## config.mk

```make
export PLATFORM = sky130hd
export DESIGN_NAME = epoch_seconds_calendar_converter
export DESIGN_NICKNAME = d
export VERILOG_FILES = /design/src/design/esc_pkg.sv /design/src/design/esc_alu.sv /design/src/design/esc_ctrl.sv /design/src/design/epoch_seconds_calendar_converter.sv
export SDC_FILE = /design/constraint.sdc
export NUM_CORES = 1
export LEC_CHECK = 0
export BUFFER_PORTS_ARGS = -buffer_cell sky130_fd_sc_hd__clkbuf_2
export CORE_MARGIN = 10
export CORE_UTILIZATION = 33
export DETAILED_ROUTE_END_ITERATION = 10
export GPL_TIMING_DRIVEN = 0
export PLACE_DENSITY = 0.6
export SETUP_SLACK_MARGIN = 0.1
export SYNTH_ARGS = -nofsm -noshare
export SYNTH_HDL_FRONTEND = slang
export SYNTH_SLANG_ARGS = --single-unit
```

## constraint.sdc

```tcl
create_clock -name clk_i -period 34.2 [get_ports clk_i]
set_clock_uncertainty 0.15 [all_clocks]
set_input_delay 3.42 -clock clk_i [delete_from_list [all_inputs] [get_ports clk_i]]
set_output_delay 3.42 -clock clk_i [all_outputs]
set_load 0.05 [all_outputs]
```

## src/design/esc_pkg.sv

```systemverilog
// Shared types, constants and calendar helper functions for the epoch seconds converter.
package esc_pkg;

  // Calendar constants.
  localparam logic [11:0] EpochYear      = 12'd1970;
  localparam logic [31:0] SecsLeapYear   = 32'd31622400;
  localparam logic [31:0] SecsCommonYear = 32'd31536000;
  localparam logic [31:0] SecsDay        = 32'd86400;
  localparam logic [31:0] SecsHour       = 32'd3600;
  localparam logic [31:0] SecsMinute     = 32'd60;

  // Action codes.
  localparam logic ActDateToSecs = 1'b0;
  localparam logic ActSecsToDate = 1'b1;

  // One request word.
  typedef struct packed {
    logic        action;
    logic [31:0] seconds;
    logic [11:0] year;
    logic [3:0]  month;
    logic [4:0]  day;
    logic [4:0]  hour;
    logic [5:0]  minute;
    logic [5:0]  second;
  } esc_req_t;

  // One result word.
  typedef struct packed {
    logic [31:0] seconds;
    logic [11:0] year;
    logic [3:0]  month;
    logic [4:0]  day;
    logic [4:0]  hour;
    logic [5:0]  minute;
    logic [5:0]  second;
  } esc_res_t;

  // Request to the shared add/subtract unit.
  typedef struct packed {
    logic        sub;
    logic [31:0] a;
    logic [31:0] b;
  } esc_alu_req_t;

  // Answer of the shared add/subtract unit.
  typedef struct packed {
    logic [31:0] res;
    logic        borrow;
  } esc_alu_rsp_t;

  // Sequencer status seen by the top level.
  typedef struct packed {
    logic busy;
    logic done;
  } esc_stat_t;

  // Gregorian leap year test by a short chain of compare-and-subtract steps.
  function automatic logic esc_is_leap(input logic [11:0] y);
    logic [11:0] r;
    logic        div400;
    r = y;
    if (r >= 12'd3200) r = r - 12'd3200;
    if (r >= 12'd1600) r = r - 12'd1600;
    if (r >= 12'd800)  r = r - 12'd800;
    if (r >= 12'd400)  r = r - 12'd400;
    div400 = (r == 12'd0);
    if (r >= 12'd200)  r = r - 12'd200;
    if (r >= 12'd100)  r = r - 12'd100;
    return ((y[1:0] == 2'd0) && (r != 12'd0)) || div400;
  endfunction

  // Length of month m (1 to 11 used) in seconds.
  function automatic logic [31:0] esc_month_secs(input logic [3:0] m, input logic leap);
    logic [4:0] days;
    case (m)
      4'd2:    days = leap ? 5'd29 : 5'd28;
      4'd4,
      4'd6,
      4'd9,
      4'd11:   days = 5'd30;
      default: days = 5'd31;
    endcase
    return {27'd0, days} * SecsDay;
  endfunction

  // Seconds in the whole months before month m of a common year.
  function automatic logic [31:0] esc_before_month_secs(input logic [3:0] m);
    logic [8:0] days;
    case (m)
      4'd2:    days = 9'd31;
      4'd3:    days = 9'd59;
      4'd4:    days = 9'd90;
      4'd5:    days = 9'd120;
      4'd6:    days = 9'd151;
      4'd7:    days = 9'd181;
      4'd8:    days = 9'd212;
      4'd9:    days = 9'd243;
      4'd10:   days = 9'd273;
      4'd11:   days = 9'd304;
      4'd12:   days = 9'd334;
      default: days = 9'd0;
    endcase
    return {23'd0, days} * SecsDay;
  endfunction

endpackage

```

## src/design/esc_alu.sv

```systemverilog
// Shared 32-bit add/subtract unit with borrow out.
module esc_alu
  import esc_pkg::*;
(
  input  esc_alu_req_t req_i,
  output esc_alu_rsp_t rsp_o
);

  logic [32:0] sum;

  // One adder serves both directions; the top bit is the borrow on subtract.
  always_comb begin
    if (req_i.sub) begin
      sum = {1'b0, req_i.a} - {1'b0, req_i.b};
    end else begin
      sum = {1'b0, req_i.a} + {1'b0, req_i.b};
    end
    rsp_o.res    = sum[31:0];
    rsp_o.borrow = req_i.sub & sum[32];
  end

endmodule

```

## src/design/esc_ctrl.sv

```systemverilog
// Sequencer and working registers that drive the shared add/subtract unit.
module esc_ctrl
  import esc_pkg::*;
(
  input  logic      clk_i,
  input  logic      rst_ni,
  input  logic      start_i,
  input  esc_req_t  req_i,
  input  logic      take_i,
  output esc_stat_t stat_o,
  output esc_res_t  res_o
);

  // Sequencer states.
  localparam logic [3:0] StIdle   = 4'd0;
  localparam logic [3:0] StYear0  = 4'd1;
  localparam logic [3:0] StMon    = 4'd2;
  localparam logic [3:0] StLeapD  = 4'd3;
  localparam logic [3:0] StDay    = 4'd4;
  localparam logic [3:0] StDayM   = 4'd5;
  localparam logic [3:0] StHour   = 4'd6;
  localparam logic [3:0] StMin    = 4'd7;
  localparam logic [3:0] StSec    = 4'd8;
  localparam logic [3:0] StYear1  = 4'd9;
  localparam logic [3:0] StMonth1 = 4'd10;
  localparam logic [3:0] StDayQ   = 4'd11;
  localparam logic [3:0] StHourQ  = 4'd12;
  localparam logic [3:0] StMinQ   = 4'd13;
  localparam logic [3:0] StDone   = 4'd14;

  logic [3:0]   state_q, state_d;
  esc_req_t     req_q;
  logic [31:0]  acc_q, acc_d;
  logic [11:0]  y_q, y_d;
  logic [3:0]   m_q, m_d;
  logic [4:0]   dq_q, dq_d;
  logic [4:0]   hq_q, hq_d;
  logic [5:0]   mq_q, mq_d;
  esc_alu_req_t alu_req;
  esc_alu_rsp_t alu_rsp;
  logic         leap_y;
  logic         leap_in;
  logic         mon_ok;

  esc_alu u_alu (
    .req_i (alu_req),
    .rsp_o (alu_rsp)
  );

  assign leap_y  = esc_is_leap(y_q);
  assign leap_in = esc_is_leap(req_q.year);
  assign mon_ok  = (req_q.month >= 4'd2) && (req_q.month <= 4'd12);

  // Next state and operand selection for the shared unit.
  always_comb begin
    state_d     = state_q;
    acc_d       = acc_q;
    y_d         = y_q;
    m_d         = m_q;
    dq_d        = dq_q;
    hq_d        = hq_q;
    mq_d        = mq_q;
    alu_req.sub = 1'b0;
    alu_req.a   = acc_q;
    alu_req.b   = '0;
    case (state_q)
      StIdle: begin
        if (start_i) begin
          acc_d   = (req_i.action == ActSecsToDate) ? req_i.seconds : '0;
          y_d     = EpochYear;
          m_d     = 4'd1;
          dq_d    = '0;
          hq_d    = '0;
          mq_d    = '0;
          state_d = (req_i.action == ActSecsToDate) ? StYear1 : StYear0;
        end
      end
      // Date to seconds: add one whole year per cycle.
      StYear0: begin
        alu_req.b = leap_y ? SecsLeapYear : SecsCommonYear;
        if (y_q < req_q.year) begin
          acc_d = alu_rsp.res;
          y_d   = y_q + 12'd1;
        end else begin
          state_d = StMon;
        end
      end
      StMon: begin
        alu_req.b = mon_ok ? esc_before_month_secs(req_q.month) : '0;
        acc_d     = alu_rsp.res;
        state_d   = StLeapD;
      end
      StLeapD: begin
        alu_req.b = (mon_ok && (req_q.month > 4'd2) && leap_in) ? SecsDay : '0;
        acc_d     = alu_rsp.res;
        state_d   = StDay;
      end
      StDay: begin
        alu_req.b = {27'd0, req_q.day} * SecsDay;
        acc_d     = alu_rsp.res;
        state_d   = StDayM;
      end
      // Day numbers start at one, so one day comes off again.
      StDayM: begin
        alu_req.sub = 1'b1;
        alu_req.b   = SecsDay;
        acc_d       = alu_rsp.res;
        state_d     = StHour;
      end
      StHour: begin
        alu_req.b = {27'd0, req_q.hour} * SecsHour;
        acc_d     = alu_rsp.res;
        state_d   = StMin;
      end
      StMin: begin
        alu_req.b = {26'd0, req_q.minute} * SecsMinute;
        acc_d     = alu_rsp.res;
        state_d   = StSec;
      end
      StSec: begin
        alu_req.b = {26'd0, req_q.second};
        acc_d     = alu_rsp.res;
        state_d   = StDone;
      end
      // Seconds to date: take off whole years while they fit.
      StYear1: begin
        alu_req.sub = 1'b1;
        alu_req.b   = leap_y ? SecsLeapYear : SecsCommonYear;
        if (!alu_rsp.borrow) begin
          acc_d = alu_rsp.res;
          y_d   = y_q + 12'd1;
        end else begin
          state_d = StMonth1;
        end
      end
      // Then whole months, stopping at December.
      StMonth1: begin
        alu_req.sub = 1'b1;
        alu_req.b   = esc_month_secs(m_q, leap_y);
        if ((m_q != 4'd12) && !alu_rsp.borrow) begin
          acc_d = alu_rsp.res;
          m_d   = m_q + 4'd1;
        end else begin
          state_d = StDayQ;
        end
      end
      // Days, hours and minutes by counted subtraction.
      StDayQ: begin
        alu_req.sub = 1'b1;
        alu_req.b   = SecsDay;
        if (!alu_rsp.borrow) begin
          acc_d = alu_rsp.res;
          dq_d  = dq_q + 5'd1;
        end else begin
          state_d = StHourQ;
        end
      end
      StHourQ: begin
        alu_req.sub = 1'b1;
        alu_req.b   = SecsHour;
        if (!alu_rsp.borrow) begin
          acc_d = alu_rsp.res;
          hq_d  = hq_q + 5'd1;
        end else begin
          state_d = StMinQ;
        end
      end
      StMinQ: begin
        alu_req.sub = 1'b1;
        alu_req.b   = SecsMinute;
        if (!alu_rsp.borrow) begin
          acc_d = alu_rsp.res;
          mq_d  = mq_q + 6'd1;
        end else begin
          state_d = StDone;
        end
      end
      StDone: begin
        if (take_i) begin
          state_d = StIdle;
        end
      end
      default: begin
        state_d = StIdle;
      end
    endcase
  end

  // Control state.
  always_ff @(posedge clk_i or negedge rst_ni) begin
    if (!rst_ni) begin
      state_q <= StIdle;
    end else begin
      state_q <= state_d;
    end
  end

  // Working registers.
  always_ff @(posedge clk_i) begin
    if ((state_q == StIdle) && start_i) begin
      req_q <= req_i;
    end
    acc_q <= acc_d;
    y_q   <= y_d;
    m_q   <= m_d;
    dq_q  <= dq_d;
    hq_q  <= hq_d;
    mq_q  <= mq_d;
  end

  // Result word; fields that the action does not produce are zero.
  always_comb begin
    res_o = '0;
    if (req_q.action == ActDateToSecs) begin
      res_o.seconds = acc_q;
    end else begin
      res_o.year   = y_q;
      res_o.month  = m_q;
      res_o.day    = dq_q + 5'd1;
      res_o.hour   = hq_q;
      res_o.minute = mq_q;
      res_o.second = acc_q[5:0];
    end
  end

  assign stat_o.busy = (state_q != StIdle);
  assign stat_o.done = (state_q == StDone);

endmodule

```

## src/design/epoch_seconds_calendar_converter.sv

```systemverilog
// Top level of the epoch seconds to calendar converter with its output register.
//
// Input channel: in_valid_i / in_stall_o carry one request word. action_i = 0
// turns in_year_i .. in_second_i into seconds since 1970-01-01 00:00:00
// (modulo 2^32); action_i = 1 turns in_seconds_i into year, month, day, hour,
// minute and second. Each request word gives exactly one result word on
// out_valid_o / out_stall_i; fields the action does not produce read zero.
// A single 32-bit add/subtract unit does every addition and subtraction on
// the running total, one step per cycle under the sequencer, so one request
// is worked on at a time and in_stall_o is high meanwhile.
// Action 0 adds one year at a time up to in_year_i, then the months, days,
// hours, minutes and seconds; action 1 takes off whole years, months, days,
// hours and minutes while they fit.
// A new request is taken once the previous result has moved into the output
// register, even while the receiver still stalls it. A stalled result word
// holds steady. Reset clears the sequencer and the output valid flag.
module epoch_seconds_calendar_converter
  import esc_pkg::*;
(
  input  logic        clk_i,
  input  logic        rst_ni,
  input  logic        in_valid_i,
  output logic        in_stall_o,
  input  logic        action_i,
  input  logic [31:0] in_seconds_i,
  input  logic [11:0] in_year_i,
  input  logic [3:0]  in_month_i,
  input  logic [4:0]  in_day_i,
  input  logic [4:0]  in_hour_i,
  input  logic [5:0]  in_minute_i,
  input  logic [5:0]  in_second_i,
  output logic        out_valid_o,
  input  logic        out_stall_i,
  output logic [31:0] out_seconds_o,
  output logic [11:0] out_year_o,
  output logic [3:0]  out_month_o,
  output logic [4:0]  out_day_o,
  output logic [4:0]  out_hour_o,
  output logic [5:0]  out_minute_o,
  output logic [5:0]  out_second_o
);

  esc_req_t  req;
  esc_res_t  res;
  esc_res_t  out_q;
  esc_stat_t stat;
  logic      start;
  logic      take;
  logic      out_valid_q, out_valid_d;

  // Gather the request word.
  always_comb begin
    req.action  = action_i;
    req.seconds = in_seconds_i;
    req.year    = in_year_i;
    req.month   = in_month_i;
    req.day     = in_day_i;
    req.hour    = in_hour_i;
    req.minute  = in_minute_i;
    req.second  = in_second_i;
  end

  assign in_stall_o = stat.busy;
  assign start      = in_valid_i & ~stat.busy;

  esc_ctrl u_ctrl (
    .clk_i   (clk_i),
    .rst_ni  (rst_ni),
    .start_i (start),
    .req_i   (req),
    .take_i  (take),
    .stat_o  (stat),
    .res_o   (res)
  );

  // Output register loads a finished result when it is empty or being drained.
  assign take = stat.done & (~out_valid_q | ~out_stall_i);

  always_comb begin
    out_valid_d = out_valid_q;
    if (take) begin
      out_valid_d = 1'b1;
    end else if (!out_stall_i) begin
      out_valid_d = 1'b0;
    end
  end

  always_ff @(posedge clk_i or negedge rst_ni) begin
    if (!rst_ni) begin
      out_valid_q <= 1'b0;
    end else begin
      out_valid_q <= out_valid_d;
    end
  end

  always_ff @(posedge clk_i) begin
    if (take) begin
      out_q <= res;
    end
  end

  assign out_valid_o   = out_valid_q;
  assign out_seconds_o = out_q.seconds;
  assign out_year_o    = out_q.year;
  assign out_month_o   = out_q.month;
  assign out_day_o     = out_q.day;
  assign out_hour_o    = out_q.hour;
  assign out_minute_o  = out_q.minute;
  assign out_second_o  = out_q.second;

endmodule

```

==> Yosys cells after proc, flatten, opt, wreduce, memory -nomap -nowiden <==
Memories as Yosys holds them, arrays and structs flattened. A register that Yosys moved wholly into a read port is not among the register bits.
Index checks and enable logic that the tools add are counted.
Widths: inputs -> output; s select.
{ "word_totals": {"word_cells": 199, "out_inout_bits": 72, "ff_bits": 178, "rom_bits": 144, "mem_count": 1} }
{ "mem_list": {"columns": ["memory", "words", "width", "rd", "rd_clocked_by_memory_dff", "wr", "line_no", "text"], "rows": [
  ["(no name shown)", 16, 9, 1, 1, 0, "esc_pkg.sv:90", "case (m)"]
]} }
{ "classes": {"n_bitwise": 7, "mul": 5, "n_eq_ne": 36, "n_lt_le_gt_ge": 16, "reduce_logical": 37, "add_sub_neg": 19, "n_mux": 56} }
{ "ops": {"columns": ["operator", "count"], "rows": [
  ["$pmux 32 s11", 1],
  ["$mux 12", 15],
  ["$mux 32", 5],
  ["$pmux 32 s5", 1],
  ["$pmux 4 s15", 1],
  ["$mux 4", 12],
  ["$eq 4x4->1 const B", 9],
  ["$pmux 12 s3", 1],
  ["$add 32x32->33", 1],
  ["$mux 33", 1],
  ["$sub 32x32->33", 1],
  ["$mul 5x10->15 const B", 2],
  ["$pmux 5 s2", 3],
  ["$mux 26", 1],
  ["$eq 4x3->1 const B", 6],
  ["$ge 12x10->1 const B", 2],
  ["$ge 12x11->1 const B", 2],
  ["$ge 12x12->1 const B", 2],
  ["$ge 12x7->1 const B", 2],
  ["$ge 12x8->1 const B", 2],
  ["$ge 12x9->1 const B", 2],
  ["$logic_not 12->1", 2],
  ["$reduce_bool 12->1", 2],
  ["$sub 12x10->12 const B", 2],
  ["other kinds (49)", 98]
]} }

==> Logic depth before layout (Yosys ltp) <==
{ "logic_depth": {"word_depth": 27, "depth_mapped": 57, "depth_no_buf": 53} }

==> Cells and area by module <==
From an unflattened synthesis, not the netlist that was laid out.
{ "unflattened": {"hier_cells": 1884, "hier_area_um2": 17406.7} }
{ "modules_own_cells": {"columns": ["module", "seq_area_each_um2", "cells_each", "area_per_inst_um2", "instances"], "rows": [
  ["esc_ctrl", 3373.2, 1460, 12903.6, 1],
  ["esc_alu", 0.0, 350, 2351.0, 1],
  ["epoch_seconds_calendar_converter", 2127.0, 74, 2152.1, 1]
]} }

==> Least setup slack after synthesis <==
Ideal clock, no wire load.
{ "synth_path": {"path_type": "reg-to-reg", "start": "register u_ctrl.y_q[8]", "end": "register u_ctrl.acc_q[0] (enable)", "required_ns": 33.656, "n_path_buf": 3, "arrival_time_ns": 11.224, "setup_time_ns": 0.394, "synth_period_minus_slack_ns": 11.768, "slack_ns": 22.432, "path_stages_with_launch": 55, "path_cell_list": "edfxtp_1 buf_2 o211ai_1 o21a_1 ha_1 nor2b_1 o21ai_0 a21oi_1 xnor2_1 ha_1 a311o_1 and3_1 a22o_1 o32ai_1 o21ai_0 a221oi_2 xnor2_1 inv_1 [19 not listed] a221oi_1 and3_1 nand4_1 or3_1 buf_6 nand2_1 xnor2_1 ha_1 and2_1 o21ai_0 o211ai_1 a31oi_1 a21oi_1 a41o_1 o211ai_1 o211a_1 nor3_1 o31a_1"} }
{ "synth_via": {"elab_chain_cells": 27} }
{ "synth_rtl": {"columns": ["element", "line_no", "text"], "rows": [
  ["start, declared", "esc_ctrl.sv:34", "logic [11:0] y_q, y_d;"],
  ["start signal, assigned", "esc_ctrl.sv:204", "y_q <= y_d;"],
  ["$sub 12x12->12 / $ge 12x12->1 (equally long branches)", "esc_pkg.sv:63", "if (r >= 12'd3200) r = r - 12'd3200;"],
  ["$mux 12", "esc_pkg.sv:63", null],
  ["$sub 12x11->12 / $ge 12x11->1 (equally long branches)", "esc_pkg.sv:64", "if (r >= 12'd1600) r = r - 12'd1600;"],
  ["$mux 12", "esc_pkg.sv:64", null],
  ["$sub 12x10->12 / $ge 12x10->1 (equally long branches)", "esc_pkg.sv:65", "if (r >= 12'd800) r = r - 12'd800;"],
  ["$mux 12", "esc_pkg.sv:65", null],
  ["$sub 12x9->12 / $ge 12x9->1 (equally long branches)", "esc_pkg.sv:66", "if (r >= 12'd400) r = r - 12'd400;"],
  ["$mux 12", "esc_pkg.sv:66", null],
  ["[11 not listed]", null, null],
  ["$pmux 32 s11", "esc_ctrl.sv:66", "case (state_q)"],
  ["$add 32x32->33 / $sub 32x32->33 (equally long branches)", "esc_alu.sv:16, esc_alu.sv:14", null],
  ["$mux 33", "esc_alu.sv:13", "if (req_i.sub) begin"],
  ["$and 1x1->1", "esc_alu.sv:19", "rsp_o.borrow = req_i.sub & sum[32];"],
  ["$logic_not 1->1", null, null],
  ["$logic_and 1x1->1", "esc_ctrl.sv:140", "if ((m_q != 4'd12) && !alu_rsp.borrow) begin"],
  ["$ne 2x1->1 (no source line)", null, null],
  ["$reduce_and 5->1 (no source line) *", null, null],
  ["end signal, assigned", "esc_ctrl.sv:203", "acc_q <= acc_d;"],
  ["end, declared", "esc_ctrl.sv:33", "logic [31:0] acc_q, acc_d;"]
]} }
Mark *: on every way between the ends. The rest lies on a longest branch, timed or not. The select of a mux whose other input is x is not followed.
A chain may end at the register's enable or synchronous reset.

==> Final worst setup path <==
{ "layout_path": {"start": "register u_ctrl.y_q[8]", "end": "register u_ctrl.acc_q[22] (enable)"} }
Same word-level chain as after synthesis.

==> results.md <==
- Tmin final: 14.72 ns
- Post-cts sizing count: 0
- Post CTS Setup Buffer Count: 0
- H-tree depth: 4
- Setup TNS: 0 ns
- Worst r2r src: u_ctrl.y_q[8]
- Pin count of the biggest net entering global routing: 33
- Top cell type by total area after synthesis: edfxtp_1
- Top cell type's share of synthesized area: 0.302
- Vias in the first global route: 14.3k
- Async SR Flop Fraction: 0.0267
- Placer congestion estimate: 0.897
- CTS sink cnt: 187
- Max-slew headroom: 0.245
- R2r endpoint: u_ctrl.acc_q[22]
- Final count of hold timing violations: 0
- Vias: 14.3k
- Top area cells in the synthesized netlist: edfxtp_1 30%, ha_1 14%, xnor2_1 4.0%, fa_1 3.4%, o21ai_0 3.4%
- Reg-to-reg slack, setup: 19.48 ns
- Skew-Pair Late Insertion Delay: 0.50 ns
- Clock tree buffer depth: 2
- Row count: 83
- Ys flop type: edfxtp_1
- First-pass GRT wire length: 76.9 mm
- DR vias/cell: 5.31
- Max_cap viols: 0
- Grt total ovfl: 0
- CTS Buf Count: 17
- Crit-path max cell delay: 0.92 ns
- Mapped Nets: 2126
- Peak supply drop: 0.0000699 V
- RSZ-0062 raised after global routing: no
- EDFF count, synth: 173
- CP max-delay cell: o32ai_1
- CP Launch Type: flip-flop
- Clock Pin Slew Worst Setup and Hold Paths: 0.07 ns
- I/O pin count: 147
- Synthesis warning total: 0
- Final nets: 2298
- Synth Register Bits: 187
- Antenna violations before repair: 2
- Reg2Reg Depth: 50
- Layout area overhead: 13.3%
- Hold_buf cts: 0
- Critical Path Fanout Max: 32
- Sequential share of the synthesized area: 0.320
- DRT Pass-1 Iters: 5
- Distinct cells, synth: 111
- Min-Delay Path Depth: 1
- Worst Hold Path EP: out_second_o[0]
- Final setup violation count: 0
- Wirelength per Cell: 18.0 µm
- Dpl ws: 19.81 ns
- Slew Viols, Final: 0
- Core area: 51500 µm²
- Initial Util: 0.334
- Post-route ant nets: 0
- Crit end category: flip-flop
- Total power draw: 2.17 mW
- Worst Tran Pin Value: 1.13 ns
- Leak pwr: 8.19 nW
- Placed Instances: 2664
- Achievable frequency: 67.9 MHz
- DRC: 0
- Die outline width: 248 µm
- Post-Route Hold Slack: 0.414 ns
- Syn Inst Count: 1831
- Initial DRC count: 978
- Hold_sp: u_ctrl.acc_q[0]
- Non-Filler Instances: 2697
- Worst endpoint data arrival time: 14.72 ns
- Die H: 248 µm
- Worst min path class: flip-flop to flip-flop
- Routed WL: 48.6 mm
- Clock Root Buffer: clkbuf_16
- Syn_area_per_cell: 9.40 µm²
- Worst setup margin: 19.48 ns
- Critical path required time: 34.19 ns
- Crit Path Class: flip-flop to flip-flop
- Status: finished, final reports clean
- Mapped cell area: 17200 µm²
- CP dominant cell by count: ha_1
- Final cycle utilization of the critical path: 0.430
- PortBufs: 146
- Overall Global Routing Usage: 0.158
- Layout cell share with drive strength beyond 1: 0.142
- CTS tree: built
- Die area: 61700 µm²
- Pwr Density: 112 nW/µm²
- Post-DP HPWL: 39.6 mm
## cells by family (layout without fill, tap and decap cells)
group,count (synthesis),in the layout,share of synthesized area
xor gates and xnor gates,126,126,0.0650
DFF,187,187,0.320
other,0,1,0
adders and majority gates,220,220,0.173
AOI/OAI and AO/OA,474,474,0.199
muxes,28,28,0.0176
and+or+nand+nor,604,604,0.181
buffers and inverters,192,377,0.0450
## state kept, by name (all words and copies together), names as in the netlist, named ones only
signal	cells
u_ctrl.state_q	4
out_valid_o	1
out_seconds_o	32
u_ctrl.req_q	39
u_ctrl.y_q	12
u_ctrl.mq_q	6
u_ctrl.dq_q	5
out_year_o	12
out_month_o	4
out_day_o	5
out_hour_o	5
u_ctrl.hq_q	5
u_ctrl.acc_q	32
out_minute_o	6
out_second_o	6
u_ctrl.m_q	4
## worst max-delay path: cells and delay by family, from the launching register on
family	cells	cell delay [ns]
buffers and inverters	5	0.90
XOR/XNOR	3	0.63
flip-flops	1	0.42
adder cells (fa/ha/maj)	5	1.43
AO/OA/AOI/OAI	26	8.60
AND/OR/NAND/NOR	11	2.21
## how the worst max path moves through the flow
stage,startpoint,cells after the start,endpoint
floorplan,u_ctrl.y_q[8],54,u_ctrl.acc_q[0]
global placement,u_ctrl.y_q[8],50,u_ctrl.acc_q[18]
detailed placement,u_ctrl.y_q[7],51,u_ctrl.acc_q[21]
CTS,u_ctrl.y_q[8],51,u_ctrl.acc_q[17]
global route,u_ctrl.y_q[8],52,u_ctrl.state_q[1]
finish,u_ctrl.y_q[8],50,u_ctrl.acc_q[22]
## power breakdown
part | internal [mW] | total [mW] | switching [mW]
registers | 0.377 | 0.418 | 0.0416
logic | 0.598 | 1.54 | 0.946
clock network | 0.110 | 0.211 | 0.101
## cell usage in the layout (no fill, tap or decap), types with 29 or more instances in the layout
master	Yosys	routed
nor3_1	41	41
fa_1	29	29
nand3_1	89	89
ha_1	191	191
nor2_1	99	99
and2_1	47	47
nand2_1	140	140
clkbuf_1	38	38
edfxtp_1	173	173
a21oi_1	88	88
inv_1	134	133
a21o_1	31	31
nor2b_1	49	49
clkbuf_2	0	146
o21ai_0	116	116
xor2_1	46	46
xnor2_1	78	78
## stage by stage
stage / util / cell area (µm²)
after CTS: 0.378 / 19500
after detailed placement: 0.367 / 18900
final: 0.379 / 19500
after global routing: 0.378 / 19500
after floorplan: - / 17200
after global placement: 0.365 / 18800
## final cells by class
type / instances / area [µm²]
diodes: 1 / 2.50
plain buffers: 57 / 265
clock buffers: 17 / 425
clock inverters: 15 / 179
fillers: 5236 / 32000
inverters: 135 / 509
multi-input cells: 1452 / 10900
flip-flops and latches: 187 / 5500
well taps: 680 / 851
repair buffers: 153 / 826
## cells in the mapped netlist, drive strengths merged (10+ instances only)
cell    instances
nand2b         19
a31oi          17
and2           50
a221oi         11
or3            22
inv           135
o21ai         128
o31ai          13
and3           25
mux2i          16
a21oi          90
nand2         141
o211ai         23
ha            191
xnor2          78
o211a          10
nand3          90
a21o           31
mux2           12
nor3           43
nand4          13
o21a           18
nor2b          49
a211oi         14
edfxtp        173
nor2          102
fa             29
or2            17
buf            19
xor2           48
clkbuf         38
## routing by layer
metal,vias up,wire length [µm],track usage
met1,6864,21900,0.199
met3,65,1910,0.0284
met2,312,23600,0.269
met4,2,1090,0.0531
met5,-,17,0
li1,7078,-,-
(Power assumes the default switching activity.)
